--- config.mk ---
export PLATFORM = sky130hd
export DESIGN_NAME = skc_state
export DESIGN_NICKNAME = d
export VERILOG_FILES = /design/src/sv/skc_pkg.sv /design/src/sv/skc_state.sv
export SDC_FILE = /design/constraint.sdc
export NUM_CORES = 1
export LEC_CHECK = 0
export BUFFER_PORTS_ARGS = -buffer_cell sky130_fd_sc_hd__buf_4
export CAP_MARGIN = 10
export CORE_MARGIN = 3
export CORE_UTILIZATION = 62
export DETAILED_ROUTE_END_ITERATION = 8
export PLACE_DENSITY_LB_ADDON = 0.12
export SYNTH_ARGS = -nofsm -noshare
export SYNTH_HDL_FRONTEND = slang
export SYNTH_SLANG_ARGS = --single-unit
--- constraint.sdc ---
create_clock -name clk -period 6.4 [get_ports clk]
set_input_delay 0.32 -clock clk [delete_from_list [all_inputs] [get_ports clk]]
set_output_delay 0.32 -clock clk [all_outputs]
set_load 0.03 [all_outputs]
--- src/sv/skc_pkg.sv ---
package skc_pkg;

	localparam int PAIR_W    = 64;
	localparam int WORD_W    = 32;
	localparam int MAX_PAIRS = 5;
	localparam int HELD_W    = 6;
	localparam int SW_W      = 16;
	localparam int TAG_W     = 8;
	localparam int FRAG_IN_W = 16;

	localparam logic [SW_W-1:0] BASE_RESET = 16'd8001;

	typedef enum logic {
		OP_STORE = 1'b0,
		OP_READ  = 1'b1
	} op_t;

	typedef enum logic [1:0] {
		ST_OK         = 2'd0,
		ST_DUP        = 2'd1,
		ST_BAD_SWITCH = 2'd2,
		ST_BAD_FRAG   = 2'd3
	} status_t;

	typedef struct packed {
		status_t             status;
		logic                epoch_started;
		logic                complete;
		logic [HELD_W-1:0]   held;
		logic                wr;
		logic                rd_hit;
	} res_t;

endpackage

--- src/sv/skc_state.sv ---
module skc_state #(
	parameter int NUM_SWITCHES = 6,
	parameter int NUM_ARRAYS   = 3,
	parameter int NUM_BUCKETS  = 16,
	localparam int FRAGS  = NUM_ARRAYS * NUM_BUCKETS,
	localparam int SLOT_W = NUM_SWITCHES > 1 ? $clog2(NUM_SWITCHES) : 1,
	localparam int FRAG_W = FRAGS > 1 ? $clog2(FRAGS) : 1,
	localparam int CNT_W  = $clog2(FRAGS + 1),
	localparam int DEPTH  = NUM_SWITCHES * FRAGS,
	localparam int ADDR_W = DEPTH > 1 ? $clog2(DEPTH) : 1
) (
	input  logic                            clk,
	input  logic                            arst_n,
	input  logic                            valid,
	input  logic                            op,
	input  logic [skc_pkg::SW_W-1:0]        source_switch,
	input  logic [skc_pkg::TAG_W-1:0]       epoch_tag,
	input  logic [skc_pkg::FRAG_IN_W-1:0]   fragment_index,
	input  logic [skc_pkg::SW_W-1:0]        base_switch_id,
	output skc_pkg::res_t                   res,
	output logic [ADDR_W-1:0]               addr
);

	logic                             seen_q [NUM_SWITCHES];
	logic [skc_pkg::TAG_W-1:0]        epoch_q [NUM_SWITCHES];
	logic [CNT_W-1:0]                 cnt_q [NUM_SWITCHES];
	logic [FRAGS-1:0]                 marks_q [NUM_SWITCHES];

	logic [skc_pkg::SW_W:0] diff;
	logic                   sw_bad;
	logic                   fr_bad;
	logic [SLOT_W-1:0]      slot;
	logic [FRAG_W-1:0]      frag;
	logic                   new_ep;
	logic [FRAGS-1:0]       marks;
	logic [CNT_W-1:0]       cnt;
	logic                   hit;
	logic [CNT_W-1:0]       cnt_n;
	logic                   upd;

	assign diff   = {1'b0, source_switch} - {1'b0, base_switch_id};
	assign sw_bad = diff[skc_pkg::SW_W]
		|| (diff[skc_pkg::SW_W-1:0] >= skc_pkg::SW_W'(NUM_SWITCHES));
	assign fr_bad = fragment_index >= skc_pkg::FRAG_IN_W'(FRAGS);
	assign slot   = diff[SLOT_W-1:0];
	assign frag   = fragment_index[FRAG_W-1:0];
	assign addr   = ADDR_W'(slot * FRAGS) + ADDR_W'(frag);

	assign new_ep = !seen_q[slot] || (epoch_q[slot] != epoch_tag);
	assign marks  = new_ep ? '0 : marks_q[slot];
	assign cnt    = new_ep ? '0 : cnt_q[slot];
	assign hit    = marks[frag];
	assign cnt_n  = hit ? cnt : cnt + 1'b1;
	assign upd    = valid && !sw_bad && !fr_bad && (op == skc_pkg::OP_STORE);

	always_comb begin
		res = '0;
		res.status = skc_pkg::ST_OK;
		if (sw_bad) begin
			res.status = skc_pkg::ST_BAD_SWITCH;
		end else if (fr_bad) begin
			res.status = skc_pkg::ST_BAD_FRAG;
			res.held   = skc_pkg::HELD_W'(cnt_q[slot]);
		end else if (op == skc_pkg::OP_READ) begin
			res.status = marks_q[slot][frag] ? skc_pkg::ST_OK : skc_pkg::ST_DUP;
			res.rd_hit = marks_q[slot][frag];
			res.held   = skc_pkg::HELD_W'(cnt_q[slot]);
		end else begin
			res.status        = hit ? skc_pkg::ST_DUP : skc_pkg::ST_OK;
			res.epoch_started = new_ep;
			res.wr            = !hit;
			res.complete      = !hit && (cnt_n == CNT_W'(FRAGS));
			res.held          = skc_pkg::HELD_W'(cnt_n);
		end
	end

	always_ff @(posedge clk or negedge arst_n) begin
		if (!arst_n) begin
			for (int i = 0; i < NUM_SWITCHES; i++) begin
				seen_q[i]  <= 1'b0;
				epoch_q[i] <= '0;
				cnt_q[i]   <= '0;
				marks_q[i] <= '0;
			end
		end else if (upd) begin
			seen_q[slot]  <= 1'b1;
			epoch_q[slot] <= epoch_tag;
			cnt_q[slot]   <= cnt_n;
			marks_q[slot] <= marks | (FRAGS'(1) << frag);
		end
	end

endmodule
---- After elaboration in Yosys (flattened, before gate mapping) ----
Cells that the tools add are included.
operators by class
  add/sub/neg operators ................... 3
  $mul .................................... 1
  divide/modulo/power cells ............... 0
  order comparisons ....................... 5
  equal/unequal tests ..................... 2
  shift-type cells ........................ 1
  muxes and demuxes ....................... 43
  bitwise operators ....................... 4
  reduce and logical (&&, ||, !) cells .... 11
operators by type and width
  cell                                                  count
  bitwise mux 288 bit                                   1
  two-way mux 48 bit                                    4
  binary-select mux 48 bit (select 3 bit)               1
  demux 48 bit (select 3 bit)                           1
  bitwise mux 48 bit                                    1
  OR 48 bit                                             1
  left shift 1 x 6 -> 48 bit, first input constant      1
  two-way mux 6 bit                                     7
  bitwise mux 36 bit                                    1
  binary-select mux 8 bit (select 3 bit)                1
  demux 8 bit (select 3 bit)                            1
  two-way mux 8 bit                                     3
  binary-select mux 6 bit (select 3 bit)                1
  demux 6 bit (select 3 bit)                            1
  subtractor 16 x 16 -> 17 bit                          1
  >= comparator 16 x 3 -> 1 bit, second input constant  1
  >= comparator 16 x 6 -> 1 bit, second input constant  1
  binary-select mux 1 bit (select 6 bit)                2
  two-way mux 1 bit                                     10
  two-way mux 10 bit                                    1
  two-way mux 2 bit                                     5
  adder 9 x 6 -> 9 bit                                  1
  inequality test 8 bit                                 1
  < comparator 6 x 7 -> 1 bit, second input constant    1
  13 further kinds                                      21
word-level totals
  register bits after elaboration ......... 378
  bits in latches ......................... 0
  memory bits (writable) .................. 0
  bits in read-only memories .............. 0
  input port bits ......................... 60
  output and inout bits ................... 21
  memories ................................ 0

---- Depth between registers and ports, before layout ----
Gate-level depths: netlist of run 1.
  depth in word-level cells ............... 16
  gate-level depth with buffers ........... 25

---- Worst setup path before layout of run 1 ----
No wires, ideal clock.
  kind .................................... input -> output
  start ................................... input source_switch[0] (netlist bit)
  end ..................................... output res[8] (netlist bit)
  arrival ................................. 5.492 ns
  data required time ...................... 6.080 ns
  slack ................................... 0.588 ns
  cell stages on the path ................. 24
  path buffers ............................ 7
  cell sequence ........................... inv_1 > ha_1 > inv_1 > fa_1 > buf_2 > buf_2 > mux4_2 > a21oi_1 > xor2_1 > nand4_1 > or4_1 > clkbuf_1 > clkbuf_1 > clkbuf_1 > buf_1 > nor2_1 > ha_1 > clkbuf_1 > nand3_1 > a21oi_1 > a31oi_1 > or3_1 > or4_1 > nor4_2
RTL lines
  element             line             source
  start: declaration  skc_state.sv:16  input logic [skc_pkg::SW_W-1:0] source_switch,
  end: declaration    skc_state.sv:20  output skc_pkg::res_t res,

==> results of run 1 <==
## cell usage in the layout, fill, tap and decap left out, types with 12 or more instances in the layout
cell	count
mux2_2	87
inv_1	30
dfrtp_1	378
ha_1	24
nor2b_1	12
clkbuf_1	12
a221oi_1	14
o22ai_1	16
clkbuf_16	41
nand2_1	372
mux4_2	24
nor2_1	86
o22a_1	17
a21oi_1	77
mux2i_1	112
nor3_1	61
o21ai_1	28
nand3_1	18
o21ai_0	289
buf_4	106
nand2b_1	18
## worst max path at each step
stage | from | cells past startpoint | end | slack (ns)
2_1_floorplan | source_switch[0] | 24 | res[8] | 0.59
3_3_place_gp | source_switch[0] | 20 | res[8] | 0.67
3_5_place_dp | source_switch[0] | 20 | res[8] | 0.57
4_1_cts | source_switch[0] | 20 | res[8] | 0.56
5_1_grt | source_switch[0] | 20 | res[8] | 0.24
6_report | source_switch[0] | 20 | res[8] | 0.52
## cells by family (layout without fill, tap and decap cells)
group           Yosys count  in the layout  share of synthesized area
compound gates          534            534                      0.163
other cells               0              1                          0
simple gates            631            631                      0.139
buf+inv                 182            216                     0.0433
flops                   378            378                      0.483
mux                     234            234                      0.142
fa+ha+maj                28             28                     0.0191
xor+xnor                 22             22                     0.0102
## per-layer routing
layer	wire [µm]	vias up	track usage
met3	3810	112	0.0582
met4	1410	0	0.0972
met1	22000	7560	0.424
met2	23200	579	0.484
met5	0	-	0
li1	-	7117	-
## stage by stage
step                      utilization  instance area (µm²)  cells
after floorplan                     -                19600   2009
after global placement          0.660                20400   2367
after detailed placement        0.660                20400   2367
after CTS                       0.703                21700   2439
after global routing            0.703                21700   2439
final                           0.703                21700   2440
## where the power goes
part           internal, W     switching, W  leakage [nW]
clock network      0.00135         0.000949         0.642
registers          0.00239  0.0000000000292          5.28
logic             0.000186         0.000411          3.77
## sequential cells by signal (all words and copies together) (netlist names)
name     cells
marks_q    288
epoch_q     48
cnt_q       36
seen_q       6
## layout make-up
class / instances / area, µm² / area share
Tap cell: 396 / 495 / 0.0229
Timing Repair Buffer: 114 / 941 / 0.0434
Inverter: 31 / 116 / 0.00537
Antenna cell: 1 / 2.50 / 0.000115
Clock buffer: 63 / 1210 / 0.0558
Sequential cell: 378 / 9460 / 0.436
Multi-Input combinational cell: 1449 / 9360 / 0.432
Clock inverter: 8 / 93.8 / 0.00433
==> metrics.cfg, run 1 <==
[run_status]
status=finished, final reports clean

[critical_path]
crit_family=simple AND/OR/NAND/NOR gates
crit_fanout=39
cp_num_buf_inv=5
path_cells=buf_4 -> inv_1 -> ha_4 -> inv_1 -> fa_4 -> inv_1 -> nand2_1 -> o21ai_0 -> xnor2_1 -> nand4_1 -> or4_2 -> nor2_1 -> ha_1 -> nand3_1 -> a21oi_1 -> a31oi_1 -> or3_1 -> or4_1 -> nor4_2 -> buf_4
cp-start-kind=input pin
cp-end-kind=output pin
worst_ep_arrival_time_ns=5.56
worstReg2RegEnd=marks_q[10]
slowest_delay_ns=1.18
r2r_start=epoch_q[8]
criticalPathCategory=input pin to output pin
rrSetupSlack_ns=2.65
rr_worst_depth=11
required_ns=6.08
cp_slowest_cell=fa_4
critPathMostFrequentCell=inv_1

[global_route]
first_global_vias=15400
grtUsageTotal=0.303
grt_max_degree=161
overflow=0
grt_pass1_wl_mm=81.9
antenna_found_initial=1

[detailed_routing]
wl_per_cell_um=20.7
routed_wl_mm=50.5
drc_errors=0
first_pass_iters=5
viasPerCell=6.30
drt-initial-drc-count=1248
vias=15400
ant_nets=0

[placed_design]
io_buffer_count=80
dp_slack_ns=0.574
gp_congestion=0.912
hpwl_mm=31.4

[finish]
areaGrowthSynthToFinish_pct=10.8
final_layout_size_suffix_gt1_frac=0.158
nFillCells=2355
nets=2103

[cts]
clockBufferDepth=3
cts_tree=yes
clock_latency_ns=0.55
cts_resized=0
htreeDepth=2
cts.clk_slew.worst_paths_ns=0.06
cts_setup_buffers=0
cts.sinks=378
ctsRootBufferMaster=clkbuf_16
holdBufCountCts=1
cts_inserted_buffers=41

[sta]
rsz0062_at_grt=false
max_freq_mhz=170
finalCriticalPeriod_ns=5.88
slew_headroom=0.217
finalCritPeriodShare=0.919
setup_viol=0
whs_ns=0.0532
setup_tns_ns=0
hold_violations=0
setup_slack_ns=0.519
finClkSkew_ns=0.0227
report.final.slew_viol_count=0
worst_slew_pin_slew_ns=1.17

[flow_run]
drv_cap=0

[power]
ir_drop_mv=0.228
power_w=0.00528
p_leak_nw=9.69
cellPowerDensity_nw_per_um2=244

[floorplan]
ios=81
floorplan.initialDensity=0.635
die_height_um=184
fp.coreArea_um2=30800
die_w_um=184
design.die.area_um2=33700
rows=64

[worst_hold_path]
hold_path_depth=2
min_to=epoch_q[7]
min_path_type=input pin to flip-flop
min_from=epoch_tag[7]

[synthesis]
synth_ff_type=dfrtp_1
synth_seq_cells=378
synth_common_cells=dfrtp_1 (378), nand2_1 (372), o21ai_0 (289)
synth_top_area_frac=0.483
synth_area_leaders=dfrtp_1 (48%), o21ai_0 (7.4%), nand2_1 (7.1%)
synth_cells=2009
yosysTopAreaCell=dfrtp_1
synth_warnings=0
syn_nets=2097
synth.avg_cell_area_um2=9.74
syn-cell-area_um2=19600
synthArstFlopShare=1.00
synth-edff-count=0
ys_types=79
synth.most_common_cell=dfrtp_1
ys_seq_area_frac=0.483

No activity file was read; power rests on OpenSTA's default activity.
==> inputs of run 2 (changes only) <==
--- a/config.mk
+++ b/config.mk
@@ -7,8 +7,8 @@
 export LEC_CHECK = 0
 export BUFFER_PORTS_ARGS = -buffer_cell sky130_fd_sc_hd__buf_4
 export CAP_MARGIN = 10
-export CORE_MARGIN = 3
-export CORE_UTILIZATION = 62
+export CORE_MARGIN = 5
+export CORE_UTILIZATION = 56
 export DETAILED_ROUTE_END_ITERATION = 8
 export PLACE_DENSITY_LB_ADDON = 0.12
 export SYNTH_ARGS = -nofsm -noshare
==> constraint.sdc (replaced) <==
create_clock -name clk -period 5.4 [get_ports clk]
set_input_delay 0.27 -clock clk [delete_from_list [all_inputs] [get_ports clk]]
set_output_delay 0.27 -clock clk [all_outputs]
set_load 0.03 [all_outputs]
==> metrics.cfg, run 2 (synthesis results as in run 1) <==
[run_status]
status=finished, final reports clean

[cts]
cts_tree=yes
clockBufferDepth=3  ; unchanged
ctsRootBufferMaster=clkbuf_16
cts.clk_slew.worst_paths_ns=0.06  ; about the same
cts.sinks=378  ; unchanged
htreeDepth=2  ; unchanged
cts_inserted_buffers=41  ; unchanged
clock_latency_ns=0.55  ; about the same

[finish]
layout_common_cells=dfrtp_1 (378), nand2_1 (372), o21ai_0 (289), buf_4 (115), mux2i_1 (112)
final_area_um2=22000  ; +1.5%
largest_register_ffs=288  ; unchanged
nFillCells=2951  ; +25%
num_antenna_cells=0  ; -1
regArea_um2=9460  ; unchanged
top_regs=marks_q (288), epoch_q (48), cnt_q (36)
final_util=0.637  ; -0.0659
nets=2121  ; +0.86%
fin_cells=2517  ; +3.2%
multi_input_area_um2=9380  ; +0.24%
areaGrowthSynthToFinish_pct=12.5
layout_commonest_cell=dfrtp_1
regMostFlops=marks_q
final_layout_size_suffix_gt1_frac=0.166  ; +0.00824

[global_route]
first_global_vias=15300  ; -0.52%
grtUsageTotal=0.263  ; -0.0397
grt_max_degree=121  ; -25%
antenna_found_initial=0  ; -1
grt_pass1_wl_mm=82.8  ; +1.1%
overflow=0  ; unchanged

[power]
ir_drop_mv=0.268  ; +18%
p_leak_nw=9.85  ; +1.6%
seqPwrFrac=0.445  ; -0.008
power_w=0.00636  ; +20%
switching_power_w=0.00162  ; +19%
cellPowerDensity_nw_per_um2=289  ; +19%
power_frac_comb=0.115  ; +0.002
p_sw_frac=0.254  ; -0.00321
pwr-share-clk=0.439  ; +0.005
p_int_w=0.00474  ; +21%

[sta]
setup_slack_ns=0.183  ; -0.337 ns
max_freq_mhz=192
finClkSkew_ns=0.0278  ; +0.00511 ns
hold_violations=0  ; unchanged
setup_viol=0  ; unchanged
worst_slew_pin_slew_ns=1.10  ; -0.0687 ns
finalCritPeriodShare=0.966
rsz0062_at_grt=true
slew_headroom=0.265  ; +0.0475
report.final.slew_viol_count=0  ; unchanged
finalCriticalPeriod_ns=5.22

[critical_path]
cp-start-kind=input pin
crit_fanout=18  ; -54%
required_ns=5.13  ; -0.95 ns
cp-end-kind=output pin
worst_ep_arrival_time_ns=4.95  ; -0.61 ns
criticalPathCategory=input pin to output pin

[placed_design]
io_buffer_count=80  ; unchanged
hpwl_mm=32.3  ; +3.1%
place_inst=2440  ; +3.1%
dp_slack_ns=0.180  ; -0.394 ns
gp_congestion=0.873  ; -4.4%
dpl_cell_area_um2=20600  ; +1.2%

[floorplan]
floorplan.initialDensity=0.566  ; -0.0682
rows=68  ; +6.3%
die_w_um=197  ; +7.2%
design.die.area_um2=38800  ; +15%
ios=81  ; unchanged
fp.coreArea_um2=34500  ; +12%
die_height_um=197  ; +7.2%

[detailed_routing]
first_pass_iters=5  ; unchanged
drc_errors=0  ; unchanged
drt-initial-drc-count=1136  ; -9.0%
viasPerCell=6.01  ; -4.6%
wl_per_cell_um=20.0  ; -3.3%
ant_nets=0  ; unchanged
routed_wl_mm=50.4  ; -0.24%
vias=15100  ; -1.6%

[flow_run]
drv_cap=0  ; unchanged

[worst_hold_path]
min_path_type=input pin to flip-flop

## run 2: cell count changes in the layout (fill, tap and decap cells not counted), sizes merged
cell,delta
buf,+15
clkinv,+5
clkbuf,-4
dlygate4sd3,+3
bufinv,+2
inv,-2
diode,-1
## run 2: final timing paths
path                             startpoint           to  slack, ns  depth (start not counted)
hold reg to reg                   seen_q[2]    seen_q[2]       0.46                          1
setup reg to reg                 epoch_q[8]     cnt_q[2]       2.01                         12
max in group asynchronous            arst_n  marks_q[32]       3.53                          3
hold / removal                 epoch_tag[0]   epoch_q[0]       0.02                          2
setup / recovery           source_switch[0]       res[8]       0.18                         17
min in group asynchronous            arst_n  epoch_q[19]       0.36                          2
## run 2: power groups by stage
| stage | Sequential, W | Clock, W | Combinational, W |
|---|---|---|---|
| floorplan | 0.00289 | 0 | 0.000445 |
| global placement | 0.00288 | 0 | 0.000710 |
| detailed placement | 0.00288 | 0 | 0.000720 |
| CTS | 0.00283 | 0.00284 | 0.000726 |
| global route | 0.00283 | 0.00296 | 0.000781 |
| finish | 0.00283 | 0.00279 | 0.000733 |
## run 2: what timing repair did
item,4_1_cts,5_1_grt
hold buffers,4,0
setup buffers,0,1
hold endpoints to repair,110,0
resized for setup,0,3
endpoints found under the setup margin,0,3
## run 2: worst max-delay path: stages
cell and delay (ns):
buf_4 0.10, inv_1 0.09, ha_4 0.14, inv_1 0.06
fa_4 0.99, buf_6 0.22, buf_4 0.27, nor2_4 0.16
a221oi_1 0.49, a2111oi_0 0.21, nor4_2 0.39, a21oi_1 0.12
o21ai_4 0.18, nor2_4 0.13, or4_1 0.60, nor4_4 0.27
buf_4 0.20
## run 2: final cells by class
class | count | share of cell area
sequential | 378 | 0.430
multi-input combinational | 1449 | 0.426
inverter | 31 | 0.00529
timing repair buffer | 132 | 0.0522
clock inverter | 13 | 0.00688
clock buffer | 59 | 0.0538
tap | 455 | 0.0259
## run 2: stage by stage
stage / TNS [ns] / hold slack [ns]
2_1_floorplan: 0 / -0.0256
3_3_place_gp: 0 / 0.377
3_5_place_dp: 0 / 0.376
4_1_cts: 0 / 0.00342
5_1_grt: -0.0116 / 0.0236
6_report: 0 / 0.0152
## run 2: metal layers
metal | vias up | GRT usage | part of all wire | wire (µm)
met2 | 402 | 0.416 | 0.46 | 23300
met3 | 111 | 0.0398 | 0.055 | 2790
met1 | 7442 | 0.380 | 0.46 | 23000
met5 | - | 0 | 0 | 0
met4 | 0 | 0.0817 | 0.026 | 1320
li1 | 7167 | - | - | -
==> inputs of run 3 (changes only) <==
--- a/config.mk
+++ b/config.mk
@@ -11,6 +11,7 @@
 export CORE_UTILIZATION = 56
 export DETAILED_ROUTE_END_ITERATION = 8
 export PLACE_DENSITY_LB_ADDON = 0.12
+export REMOVE_ABC_BUFFERS = 1
 export SYNTH_ARGS = -nofsm -noshare
 export SYNTH_HDL_FRONTEND = slang
 export SYNTH_SLANG_ARGS = --single-unit
==> metrics.cfg, run 3 (synthesis results as in run 1) <==
[finish]
final_util=0.639  ; +0.00159
final_layout_size_suffix_gt1_frac=0.170  ; +0.00339
regArea_um2=9460  ; unchanged
largest_register_ffs=288  ; unchanged
regMostFlops=marks_q
nFillCells=2925  ; -0.88%
top_regs=marks_q (288), epoch_q (48), cnt_q (36)
areaGrowthSynthToFinish_pct=12.8
num_antenna_cells=0  ; unchanged
layout_commonest_cell=dfrtp_1
layout_common_cells=dfrtp_1 (378), nand2_1 (372), o21ai_0 (289), buf_4 (118), mux2i_1 (112)
multi_input_area_um2=9370  ; about the same
nets=2124  ; +0.14%

[sta]
finClkSkew_ns=0.0265  ; -0.00131 ns
worst_slew_pin_slew_ns=1.02  ; -0.0824 ns
slew_headroom=0.320  ; +0.0550
hold_violations=0  ; unchanged
setup_viol=0  ; unchanged
max_freq_mhz=193  ; +0.80%
whs_ns=0.0238  ; +0.00859 ns
rsz0062_at_grt=false
setup_slack_ns=0.224  ; +0.0415 ns
finalCritPeriodShare=0.958  ; -0.00768
finalCriticalPeriod_ns=5.18  ; -0.0415 ns
setup_tns_ns=0  ; unchanged
report.final.slew_viol_count=0  ; unchanged

[global_route]
antenna_found_initial=0  ; unchanged
grt_pass1_wl_mm=83.7  ; +1.1%
grt_max_degree=171  ; +41%
grtUsageTotal=0.266  ; +0.00306
first_global_vias=15300  ; +0.27%
overflow=0  ; unchanged

[power]
switching_power_w=0.00163  ; +0.97%
cellPowerDensity_nw_per_um2=291  ; +0.64%
p_leak_nw=9.86  ; about the same
pwr-share-clk=0.444  ; +0.005
power_w=0.00642  ; +0.89%
power_frac_comb=0.115  ; about the same
p_int_w=0.00478  ; +0.87%
seqPwrFrac=0.441  ; -0.004
ir_drop_mv=0.241  ; -10%
p_sw_frac=0.254  ; about the same

[critical_path]
cp-end-kind=output pin
crit_family=simple AND/OR/NAND/NOR gates
crit_fanout=51  ; +33
worst_ep_arrival_time_ns=4.91  ; -0.04 ns
cp_num_buf_inv=6  ; unchanged
cp-endpoint=res[8]
rrSetupSlack_ns=2.16  ; +0.15 ns
cp_slowest_cell=fa_4
crit_start=source_switch[0]
criticalPathCategory=input pin to output pin
cp-start-kind=input pin
required_ns=5.13  ; about the same
worstReg2RegEnd=cnt_q[2]
r2r_start=epoch_q[8]
rr_worst_depth=12  ; unchanged
path_depth=17  ; unchanged
slowest_delay_ns=0.97  ; -0.02 ns
path_cells=buf_4 -> inv_1 -> ha_4 -> inv_1 -> fa_4 -> buf_6 -> buf_12 -> nor3_1 -> o31a_1 -> o21ai_0 -> nand3_1 -> nor3_1 -> a211o_1 -> nor2_4 -> or4_1 -> nor4_2 -> buf_4

[floorplan]
design.die.area_um2=38800  ; unchanged
fp.coreArea_um2=34500  ; unchanged
die_w_um=197  ; unchanged
die_height_um=197  ; unchanged
rows=68  ; unchanged
ios=81  ; unchanged
floorplan.initialDensity=0.566  ; unchanged

[cts]
htreeDepth=2  ; unchanged
cts_tree=yes
cts_inserted_buffers=41  ; unchanged
clockBufferDepth=3  ; unchanged
cts.clk_slew.worst_paths_ns=0.06  ; about the same
cts.sinks=378  ; unchanged
clock_latency_ns=0.55  ; about the same
ctsRootBufferMaster=clkbuf_16

[flow_run]
drv_cap=0  ; unchanged

[detailed_routing]
ant_nets=0  ; unchanged
viasPerCell=6.03  ; +0.36%
drt-initial-drc-count=1065  ; -6.3%
first_pass_iters=5  ; unchanged
routed_wl_mm=51.0  ; +1.3%
vias=15200  ; +0.60%
wl_per_cell_um=20.2  ; +1.0%
drc_errors=0  ; unchanged

[placed_design]
io_buffer_count=80  ; unchanged
dp_slack_ns=0.216  ; +0.0358 ns
gp_congestion=0.915  ; +4.8%
hpwl_mm=32.5  ; +0.59%

[run_status]
status=finished, final reports clean

[worst_hold_path]
min_path_type=input pin to flip-flop

run 3: changes by cell type in the layout (fill, tap and decap cells not counted), sizes merged:
cell,previous run,this run
bufinv,3,4
clkinv,8,9
clkbuf,59,57
clkinvlp,0,3
buf,128,131
run 3: worst reg2reg max path, stage by stage, from the launching register on:
cell and delay [ns]:
dfrtp_1 0.37, mux2i_1 0.23, nor2_1 0.07, o41a_1 0.36, o221ai_1 0.16, nand2_1 0.08, or4_4 0.56, buf_4 0.26
inv_1 0.24, buf_4 0.27, a21o_1 0.28, mux2i_1 0.12, a21oi_1 0.15
run 3: how the worst min path moves through the flow:
| stage | startpoint | to | cells after the start |
|---|---|---|---|
| after floorplan | arst_n | cnt_q[0] | 0 |
| after global placement | arst_n | marks_q[93] | 1 |
| after detailed placement | arst_n | marks_q[93] | 1 |
| after CTS | epoch_tag[4] | epoch_q[20] | 2 |
| after global routing | epoch_tag[4] | epoch_q[28] | 2 |
| final | epoch_tag[2] | epoch_q[18] | 2 |
run 3: per-stage QoR:
stage / std cells / instance area, µm²
6_report: 2523 / 22100
5_1_grt: 2523 / 22100
4_1_cts: 2521 / 22000
3_5_place_dp: 2442 / 20600
3_3_place_gp: 2442 / 20600
2_1_floorplan: 1858 / 18800
run 3: repair_timing:
| item | CTS | global route |
|---|---|---|
| resized for setup | 0 | 3 |
| endpoints found under the setup margin | 0 | 4 |
| buffers inserted | 0 | 2 |
| hold buffers | 4 | 0 |
| endpoints found under the hold margin | 119 | 0 |
run 3: routing by layer:
metal | track usage | vias to the layer above | wire [µm]
met4 | 0.0686 | 0 | 1180
met3 | 0.0453 | 86 | 3190
met5 | 0 | - | 0
met1 | 0.380 | 7507 | 22600
met2 | 0.429 | 459 | 24000
li1 | - | 7161 | -
run 3: area by class of cell:
type	instances	area share
repair buffers	135	0.0531
clock inverters	18	0.00930
well taps	455	0.0258
inverters	31	0.00527
flip-flops and latches	378	0.429
clock buffers	57	0.0529
multi-input cells	1449	0.425
run 3: power groups by stage:
stage          Clock [W]  Combinational, W  Sequential, W
6_report         0.00285          0.000736        0.00283
5_1_grt          0.00302          0.000793        0.00283
4_1_cts          0.00289          0.000728        0.00283
3_5_place_dp           0          0.000723        0.00288
3_3_place_gp           0          0.000716        0.00288
2_1_floorplan          0          0.000425        0.00289
